--- config.mk ---
export PLATFORM = sky130hd
export DESIGN_NAME = pusch_prb_allocation_hopping_flat
export DESIGN_NICKNAME = d
export VERILOG_FILES = /design/src/ppah_pkg.sv /design/src/ppah_if.sv /design/src/ppah_cfg.sv /design/src/pusch_prb_allocation_hopping.sv /design/src/flat_wrapper.sv
export SDC_FILE = /design/constraint.sdc
export NUM_CORES = 1
export LEC_CHECK = 0
export BUFFER_PORTS_ARGS = -buffer_cell sky130_fd_sc_hd__clkbuf_2
export CAP_MARGIN = 5
export CORE_MARGIN = 2
export CORE_UTILIZATION = 40
export DETAILED_ROUTE_END_ITERATION = 8
export HOLD_SLACK_MARGIN = 0.1
export PLACE_DENSITY = 0.62
export SKIP_CTS_REPAIR_TIMING = 1
export SKIP_LAST_GASP = 1
export SLEW_MARGIN = 15
export SYNTH_ARGS = -nofsm -noshare
export SYNTH_HDL_FRONTEND = slang
export SYNTH_SLANG_ARGS = --single-unit
--- constraint.sdc ---
create_clock -name clk -period 14.8 [get_ports clk]
set_input_delay 2.96 -clock clk [delete_from_list [all_inputs] [get_ports clk]]
set_output_delay 2.96 -clock clk [all_outputs]
set_load 0.01 [all_outputs]
--- src/ppah_pkg.sv ---
`default_nettype none

package ppah_pkg;

    localparam int RIV_W     = 13;
    localparam int MODE_W    = 3;
    localparam int PRB_W     = 7;
    localparam int KIND_W    = 2;
    localparam int CFG_IDX_W = 1;

    localparam logic [MODE_W-1:0] MODE_NONE        = 3'd0;
    localparam logic [MODE_W-1:0] MODE_QUARTER     = 3'd1;
    localparam logic [MODE_W-1:0] MODE_NEG_QUARTER = 3'd2;
    localparam logic [MODE_W-1:0] MODE_HALF        = 3'd3;
    localparam logic [MODE_W-1:0] MODE_TYPE2       = 3'd4;

    localparam logic [KIND_W-1:0] HOP_NONE  = 2'd0;
    localparam logic [KIND_W-1:0] HOP_TYPE1 = 2'd1;
    localparam logic [KIND_W-1:0] HOP_TYPE2 = 2'd2;

    localparam logic [CFG_IDX_W-1:0] CFG_PRB_COUNT      = 1'd0;
    localparam logic [CFG_IDX_W-1:0] CFG_HOPPING_OFFSET = 1'd1;

    localparam logic [PRB_W-1:0] PRB_COUNT_RESET      = 7'd100;
    localparam logic [PRB_W-1:0] HOPPING_OFFSET_RESET = 7'd0;

    // Values derived from the configuration registers.
    typedef struct packed {
        logic [PRB_W-1:0] n;
        logic [PRB_W-1:0] half_ho;
        logic             hop_bad;
        logic [PRB_W-1:0] w;
        logic [PRB_W-1:0] w_quarter;
        logic [PRB_W-1:0] w_half;
    } cfg_t;

    // One restoring division step: {quotient bit, new remainder}.
    // Requires rem < d.
    function automatic logic [PRB_W:0] div_step(
        input logic [PRB_W-1:0] rem,
        input logic             din,
        input logic [PRB_W-1:0] d
    );
        logic [PRB_W:0] t;
        logic [PRB_W:0] diff;
        t    = {rem, din};
        diff = t - {1'b0, d};
        if (t >= {1'b0, d})
        begin
            return {1'b1, diff[PRB_W-1:0]};
        end
        return {1'b0, t[PRB_W-1:0]};
    endfunction

endpackage

`default_nettype wire

--- src/ppah_if.sv ---
`default_nettype none

interface ppah_in_if import ppah_pkg::*; ();
    logic              valid;
    logic              ready;
    logic [RIV_W-1:0]  riv;
    logic [MODE_W-1:0] mode;

    modport source (output valid, riv, mode, input ready);
    modport sink   (input valid, riv, mode, output ready);
endinterface

interface ppah_out_if import ppah_pkg::*; ();
    logic              valid;
    logic              ready;
    logic [PRB_W-1:0]  block_count;
    logic [PRB_W-1:0]  start_slot0;
    logic [PRB_W-1:0]  start_slot1;
    logic [KIND_W-1:0] hop_kind;
    logic              status;

    modport source (output valid, block_count, start_slot0, start_slot1, hop_kind, status,
                    input ready);
    modport sink   (input valid, block_count, start_slot0, start_slot1, hop_kind, status,
                    output ready);
endinterface

interface ppah_cfg_if import ppah_pkg::*; ();
    logic                 valid;
    logic                 ready;
    logic [CFG_IDX_W-1:0] index;
    logic [PRB_W-1:0]     data;

    modport source (output valid, index, data, input ready);
    modport sink   (input valid, index, data, output ready);
endinterface

`default_nettype wire

--- src/ppah_cfg.sv ---
`default_nettype none

module ppah_cfg import ppah_pkg::*;
(
    input  wire logic       clk,
    input  wire logic       rst_n,
    ppah_cfg_if.sink        cfg,
    output cfg_t            info
);

    logic [PRB_W-1:0] n_reg;
    logic [PRB_W-1:0] h_reg;
    cfg_t             info_reg;
    cfg_t             info_next;

    function automatic cfg_t derive(input logic [PRB_W-1:0] n, input logic [PRB_W-1:0] h);
        cfg_t         c;
        logic [PRB_W:0] ho;
        logic [PRB_W:0] sub;
        ho          = {1'b0, h} + {{PRB_W{1'b0}}, h[0]};
        sub         = ho + {{PRB_W{1'b0}}, n[0]};
        c.n         = n;
        c.half_ho   = ho[PRB_W:1];
        c.hop_bad   = (sub >= {1'b0, n});
        c.w         = n - sub[PRB_W-1:0];
        c.w_quarter = {2'b00, c.w[PRB_W-1:2]};
        c.w_half    = {1'b0, c.w[PRB_W-1:1]};
        return c;
    endfunction

    assign cfg.ready = 1'b1;
    assign info_next = derive(n_reg, h_reg);
    assign info      = info_reg;

    always_ff @(posedge clk or negedge rst_n)
    begin
        if (!rst_n)
        begin
            n_reg    <= PRB_COUNT_RESET;
            h_reg    <= HOPPING_OFFSET_RESET;
            info_reg <= derive(PRB_COUNT_RESET, HOPPING_OFFSET_RESET);
        end
        else
        begin
            info_reg <= info_next;
            if (cfg.valid)
            begin
                case (cfg.index)
                    CFG_PRB_COUNT:      n_reg <= cfg.data;
                    CFG_HOPPING_OFFSET: h_reg <= cfg.data;
                    default:            ;
                endcase
            end
        end
    end

endmodule

`default_nettype wire

--- src/pusch_prb_allocation_hopping.sv ---
// PUSCH PRB allocation with type-1/type-2 frequency hopping. Each grant word (riv, mode)
// yields one allocation word on alloc after passing through every pipe stage, and a new
// grant is taken every cycle while the pipe is not stalled. The 8 stages are set by the
// riv/prb_count restoring divider (4+3+3+3 bits over four stages), the mirror and hop
// stages, and the modulo-width remainder (two stages).
// The whole pipe stalls only while the output register holds a word not yet taken.
// Config writes are always ready; the value and then its derived copy are registered.
// On status 1 the count and start fields read zero; hop_kind still shows the mode's kind.
`default_nettype none

module pusch_prb_allocation_hopping import ppah_pkg::*;
#(
    parameter int MAX_PRB_COUNT = 110
)
(
    input  wire logic clk,
    input  wire logic rst_n,
    ppah_cfg_if.sink  cfg,
    ppah_in_if.sink   grant,
    ppah_out_if.source alloc
);

    localparam int             STAGES = 8;
    localparam logic [PRB_W-1:0] MAX_N = PRB_W'(MAX_PRB_COUNT);

    typedef struct packed {
        logic [RIV_W-1:0]  riv;
        logic [RIV_W-1:0]  quo;
        logic [PRB_W-1:0]  rem;
        logic [MODE_W-1:0] mode;
        logic [KIND_W-1:0] kind;
        logic              bad;
        logic [PRB_W-1:0]  len;
        logic [PRB_W-1:0]  s0;
        logic [PRB_W-1:0]  s1;
        logic [PRB_W:0]    x;
        logic              need_mod;
    } stage_t;

    cfg_t              cfg_info;
    logic              n_bad;
    logic              adv;
    logic [STAGES:1]   v_reg;
    stage_t            st_reg  [1:STAGES];
    stage_t            st_next [1:STAGES];

    ppah_cfg u_cfg
    (
        .clk   (clk),
        .rst_n (rst_n),
        .cfg   (cfg),
        .info  (cfg_info)
    );

    assign n_bad       = (cfg_info.n == '0) || (cfg_info.n > MAX_N);
    assign adv         = !v_reg[STAGES] || alloc.ready;
    assign grant.ready = adv;

    // Decode and first four quotient bits.
    always_comb
    begin : stage1
        stage_t         s;
        logic [PRB_W:0] step;
        s      = '0;
        s.riv  = grant.riv;
        s.mode = grant.mode;
        case (grant.mode)
            MODE_NONE:        s.kind = HOP_NONE;
            MODE_QUARTER:     s.kind = HOP_TYPE1;
            MODE_NEG_QUARTER: s.kind = HOP_TYPE1;
            MODE_HALF:        s.kind = HOP_TYPE1;
            MODE_TYPE2:       s.kind = HOP_TYPE2;
            default:
            begin
                s.kind = HOP_NONE;
                s.bad  = 1'b1;
            end
        endcase
        if (n_bad)
        begin
            s.bad = 1'b1;
        end
        for (int i = 0; i < 4; i++)
        begin
            step  = div_step(s.rem, grant.riv[RIV_W-1-i], cfg_info.n);
            s.quo = {s.quo[RIV_W-2:0], step[PRB_W]};
            s.rem = step[PRB_W-1:0];
        end
        st_next[1] = s;
    end

    // Remaining quotient bits, three per stage.
    for (genvar k = 2; k <= 4; k++)
    begin : stage_div
        always_comb
        begin : div_bits
            stage_t         s;
            logic [PRB_W:0] step;
            s = st_reg[k-1];
            for (int i = 0; i < 3; i++)
            begin
                step  = div_step(s.rem, s.riv[RIV_W-5-3*(k-2)-i], cfg_info.n);
                s.quo = {s.quo[RIV_W-2:0], step[PRB_W]};
                s.rem = step[PRB_W-1:0];
            end
            st_next[k] = s;
        end
    end

    // Count and start, mirrored when the allocation wraps.
    always_comb
    begin : stage5
        stage_t           s;
        logic [RIV_W:0]   len_w;
        logic [RIV_W:0]   lim;
        logic [RIV_W:0]   n2;
        logic [RIV_W:0]   mirrored;
        s        = st_reg[4];
        len_w    = {1'b0, s.quo} + 1'b1;
        lim      = {{(RIV_W+1-PRB_W){1'b0}}, cfg_info.n - s.rem};
        n2       = {{(RIV_W+1-PRB_W){1'b0}}, cfg_info.n} + 2'd2;
        mirrored = n2 - len_w;
        s.len    = len_w[PRB_W-1:0];
        s.s0     = s.rem;
        if (len_w > lim)
        begin
            if (len_w >= n2)
            begin
                s.bad = 1'b1;
            end
            s.len = mirrored[PRB_W-1:0];
            s.s0  = cfg_info.n - s.rem - 1'b1;
        end
        st_next[5] = s;
    end

    // Slot-zero overrun, type-1 checks and slot-one offset.
    always_comb
    begin : stage6
        stage_t         s;
        logic [PRB_W:0] end0;
        s          = st_reg[5];
        end0       = {1'b0, s.s0} + {1'b0, s.len};
        s.s1       = s.s0;
        s.x        = '0;
        s.need_mod = 1'b0;
        if (end0 > {1'b0, cfg_info.n})
        begin
            s.bad = 1'b1;
        end
        if (s.kind == HOP_TYPE1 && (s.s0 < cfg_info.half_ho || cfg_info.hop_bad))
        begin
            s.bad = 1'b1;
        end
        case (s.mode)
            MODE_QUARTER:
            begin
                s.x        = {1'b0, s.s0} + {1'b0, cfg_info.w_quarter};
                s.need_mod = 1'b1;
            end
            MODE_HALF:
            begin
                s.x        = {1'b0, s.s0} + {1'b0, cfg_info.w_half};
                s.need_mod = 1'b1;
            end
            MODE_NEG_QUARTER:
            begin
                if (s.s0 < cfg_info.w_quarter)
                begin
                    s.s1 = cfg_info.w + s.s0 - cfg_info.w_quarter;
                end
                else
                begin
                    s.s1 = s.s0 - cfg_info.w_quarter;
                end
            end
            default: s.s1 = s.s0;
        endcase
        st_next[6] = s;
    end

    // Modulo width, upper four bits.
    always_comb
    begin : stage7
        stage_t         s;
        logic [PRB_W:0] step;
        s     = st_reg[6];
        s.rem = '0;
        for (int i = 0; i < 4; i++)
        begin
            step  = div_step(s.rem, s.x[PRB_W-i], cfg_info.w);
            s.rem = step[PRB_W-1:0];
        end
        st_next[7] = s;
    end

    // Modulo width, lower four bits, slot-one overrun and result.
    always_comb
    begin : stage8
        stage_t         s;
        logic [PRB_W:0] step;
        logic [PRB_W:0] end1;
        s = st_reg[7];
        for (int i = 0; i < 4; i++)
        begin
            step  = div_step(s.rem, s.x[3-i], cfg_info.w);
            s.rem = step[PRB_W-1:0];
        end
        if (s.need_mod)
        begin
            s.s1 = s.rem;
        end
        end1 = {1'b0, s.s1} + {1'b0, s.len};
        if (end1 > {1'b0, cfg_info.n})
        begin
            s.bad = 1'b1;
        end
        if (s.bad)
        begin
            s.len = '0;
            s.s0  = '0;
            s.s1  = '0;
        end
        st_next[8] = s;
    end

    always_ff @(posedge clk or negedge rst_n)
    begin
        if (!rst_n)
        begin
            v_reg <= '0;
        end
        else if (adv)
        begin
            v_reg <= {v_reg[STAGES-1:1], grant.valid};
        end
    end

    always_ff @(posedge clk)
    begin
        if (adv)
        begin
            for (int k = 1; k <= STAGES; k++)
            begin
                st_reg[k] <= st_next[k];
            end
        end
    end

    assign alloc.valid       = v_reg[STAGES];
    assign alloc.block_count = st_reg[STAGES].len;
    assign alloc.start_slot0 = st_reg[STAGES].s0;
    assign alloc.start_slot1 = st_reg[STAGES].s1;
    assign alloc.hop_kind    = st_reg[STAGES].kind;
    assign alloc.status      = st_reg[STAGES].bad;

endmodule

`default_nettype wire

--- src/flat_wrapper.sv ---
// flat-port wrapper written by rule: the top's interface ports become plain ports
module pusch_prb_allocation_hopping_flat import ppah_pkg::*;
#(
    parameter int MAX_PRB_COUNT = 110
)
  (clk, rst_n, cfg_valid, cfg_index, cfg_data, cfg_ready, grant_valid, grant_riv, grant_mode, grant_ready, alloc_valid, alloc_block_count, alloc_start_slot0, alloc_start_slot1, alloc_hop_kind, alloc_status, alloc_ready);
  ppah_cfg_if cfg_i ();
  ppah_in_if grant_i ();
  ppah_out_if alloc_i ();
  input  wire logic clk;
  input  wire logic rst_n;
  input wire logic [$bits(cfg_i.valid)-1:0] cfg_valid;
  input wire logic [$bits(cfg_i.index)-1:0] cfg_index;
  input wire logic [$bits(cfg_i.data)-1:0] cfg_data;
  output wire logic [$bits(cfg_i.ready)-1:0] cfg_ready;
  input wire logic [$bits(grant_i.valid)-1:0] grant_valid;
  input wire logic [$bits(grant_i.riv)-1:0] grant_riv;
  input wire logic [$bits(grant_i.mode)-1:0] grant_mode;
  output wire logic [$bits(grant_i.ready)-1:0] grant_ready;
  output wire logic [$bits(alloc_i.valid)-1:0] alloc_valid;
  output wire logic [$bits(alloc_i.block_count)-1:0] alloc_block_count;
  output wire logic [$bits(alloc_i.start_slot0)-1:0] alloc_start_slot0;
  output wire logic [$bits(alloc_i.start_slot1)-1:0] alloc_start_slot1;
  output wire logic [$bits(alloc_i.hop_kind)-1:0] alloc_hop_kind;
  output wire logic [$bits(alloc_i.status)-1:0] alloc_status;
  input wire logic [$bits(alloc_i.ready)-1:0] alloc_ready;
  assign cfg_i.valid = cfg_valid;
  assign cfg_i.index = cfg_index;
  assign cfg_i.data = cfg_data;
  assign cfg_ready = cfg_i.ready;
  assign grant_i.valid = grant_valid;
  assign grant_i.riv = grant_riv;
  assign grant_i.mode = grant_mode;
  assign grant_ready = grant_i.ready;
  assign alloc_valid = alloc_i.valid;
  assign alloc_block_count = alloc_i.block_count;
  assign alloc_start_slot0 = alloc_i.start_slot0;
  assign alloc_start_slot1 = alloc_i.start_slot1;
  assign alloc_hop_kind = alloc_i.hop_kind;
  assign alloc_status = alloc_i.status;
  assign alloc_i.ready = alloc_ready;
  pusch_prb_allocation_hopping #(.MAX_PRB_COUNT(MAX_PRB_COUNT)) u_core (.clk(clk), .rst_n(rst_n), .cfg(cfg_i), .grant(grant_i), .alloc(alloc_i));
endmodule
==> run metrics <==
WP data required 15.18 ns; initial core utilization 40.6%; f_max 90.5 MHz; Hold Path Class flip-flop to flip-flop; flip-flop count of the largest register after layout 217; Setup Viol. Count Final 0; sequential area share after synthesis 41.1%; Area Overhead vs Synth 10.4%; status finished clean; Distinct cells, synth 82; met1 usage 23.4%; share of cells above drive strength 1 13.4%; RSZ-0062 raised after global routing false; GR Util All Layers 16.5%; vias in the first global route 12300; most frequent cells in the layout ha_1 (225), edfxtp_1 (217), inv_1 (142), xnor2_1 (95), a21oi_1 (91); max-slew violations 0; H-tree depth 1; core area 45600 µm²; chip width 219 µm; DRT iter0 DRCs 652; # DRC 0; Critical-path top delay cell dfstp_2; Tcrit/Tclk final 74.7%; kind of critical path flip-flop to flip-flop; Skew-Pair Late Insertion Delay 0.57 ns; number of synthesized flops with an enable pin 217; WL final 38400 µm; FFs w/ async S/R, synth 16.5%; met2 Use GR 26.7%; total CTS buffers 31; register area 7600 µm²; Synth area leader edfxtp_1; Final Hold Vio Count 0; Post-DP HPWL 28300 µm; Synth Register Bits 260; Detailed Routing Iterations Pass 1 5; Netlist Area Pre-Place 18500 µm²; Worst R2R Setup Slack 3.75 ns; number of clock sinks 260; Reg clk slew, reported paths 0.06 ns; ant diodes 0; Avg Cell Area, Syn 11.2 µm²; Vias/cell 5.15; Arr. time, crit path 11.43 ns; reg-to-reg startpoint u_core.u_cfg.info[19]; crit path from u_core.u_cfg.info[19]; DIE AREA 48000 µm²; setup_tns 0 ns; actual slew at the worst max-slew pin 0.968 ns; DR vias 12100; first-pass GRT wire length 63400 µm; Synth top area share 35.2%; initial antenna violation count 0; Ys Warns 0; routing usage on met3 2.01%; Routability Congestion 0.869; nets@finish 2008; I/O Pins 56; clock tree buffer depth 3; drt wl/cell 16.4 µm; most common cell after layout, fill and taps aside ha_1; Die Y 219 µm; Worst setup SP type flip-flop; worst-path fanout max 17; port buffer count 54; Syn Inst Count 1652; GRT Max-Usage Layer met2; # rows 78; CP peak stage delay 0.56 ns; total gr overflow 0; Critical Path Sink Type flip-flop; Layout fillers 4179; Top FF cell, synth edfxtp_1; area of the multi-input gates 10200 µm²; largest net degree at the start of global routing 76; max-cap viol count 0; Area contributors post-synth edfxtp_1 (35%), ha_1 (15%), mux2_2 (4.9%); hold wc startpoint u_core.u_cfg.n_reg[0]; slew margin rel. 35.5%; Final Skew 0.0193 ns; TritonCTS clock tree yes; clock root buffer clkbuf_16; post-layout min period 11.05 ns; post-detailed-route count of antenna-violating nets 0
-- worst max-delay path: cells and delay by family, from the launching register on --
family,cells,cell delay (ns)
adder cells (fa/ha/maj),6,2.13
multiplexers,3,0.95
buffers and inverters,4,0.68
AND/OR/NAND/NOR,9,1.54
flip-flops,1,0.56
AO/OA/AOI/OAI,20,5.01
-- final timing paths --
path | end | depth (start not counted)
hold reg to reg | u_core.u_cfg.info[29] | 0
setup reg to reg | u_core.st_reg[0][564] | 42
setup / recovery | u_core.st_reg[0][564] | 42
hold / removal | u_core.u_cfg.info[29] | 0
max in group asynchronous | u_core.u_cfg.info[19] | 2
min in group asynchronous | u_core.v_reg[6] | 2
-- per-layer routing --
| layer | vias up | wire length, µm |
|---|---|---|
| met5 | - | 0 |
| met4 | 0 | 975 |
| met3 | 62 | 1190 |
| met2 | 169 | 17200 |
| met1 | 5727 | 19000 |
| li1 | 6113 | - |
-- layout make-up --
type,count,area share [%]
Timing Repair Buffer,72,1.98
Clock buffer,39,4.09
Clock inverter,16,0.802
Inverter,142,2.61
Tap cell,600,3.67
Multi-Input combinational cell,1217,49.7
Sequential cell,260,37.2
-- through the flow --
stage / hold slack [ns] / cells / utilization (%) / setup slack, ns / instance area, µm²
after floorplan: 0.350 / 1660 / - / 2.62 / 18500
after global placement: 0.363 / 2291 / 42.7 / 3.98 / 19400
after detailed placement: 0.372 / 2291 / 42.7 / 3.74 / 19400
after CTS: 0.385 / 2346 / 44.9 / 3.69 / 20400
after global routing: 0.390 / 2346 / 44.9 / 3.06 / 20400
final: 0.381 / 2346 / 44.9 / 3.75 / 20400
-- cells in the mapped netlist (28+ instances only) --
library cell	instances
xor2_1	42
nand2b_1	34
a21oi_1	91
nor2b_1	36
ha_1	225
xnor2_1	95
nand2_1	63
a21o_1	75
dfrtp_1	34
fa_1	30
edfxtp_1	217
mux2i_1	28
mux2_2	80
nand3_1	29
o21ai_0	76
inv_1	142
nor2_1	79
-- cells by family after synthesis --
family	Yosys count	share of synthesized area [%]
AO/OA/AOI/OAI	350	12.7
AND/OR/NAND/NOR	350	10.0
flip-flops	260	41.1
adder cells (fa/ha/maj)	255	18.4
buffers and inverters	183	4.40
XOR/XNOR	137	6.48
multiplexers	115	6.84
other	2	0.0406
Power is not shown: default switching activity piles up to over one toggle a cycle in this logic, so the estimate is an artifact.
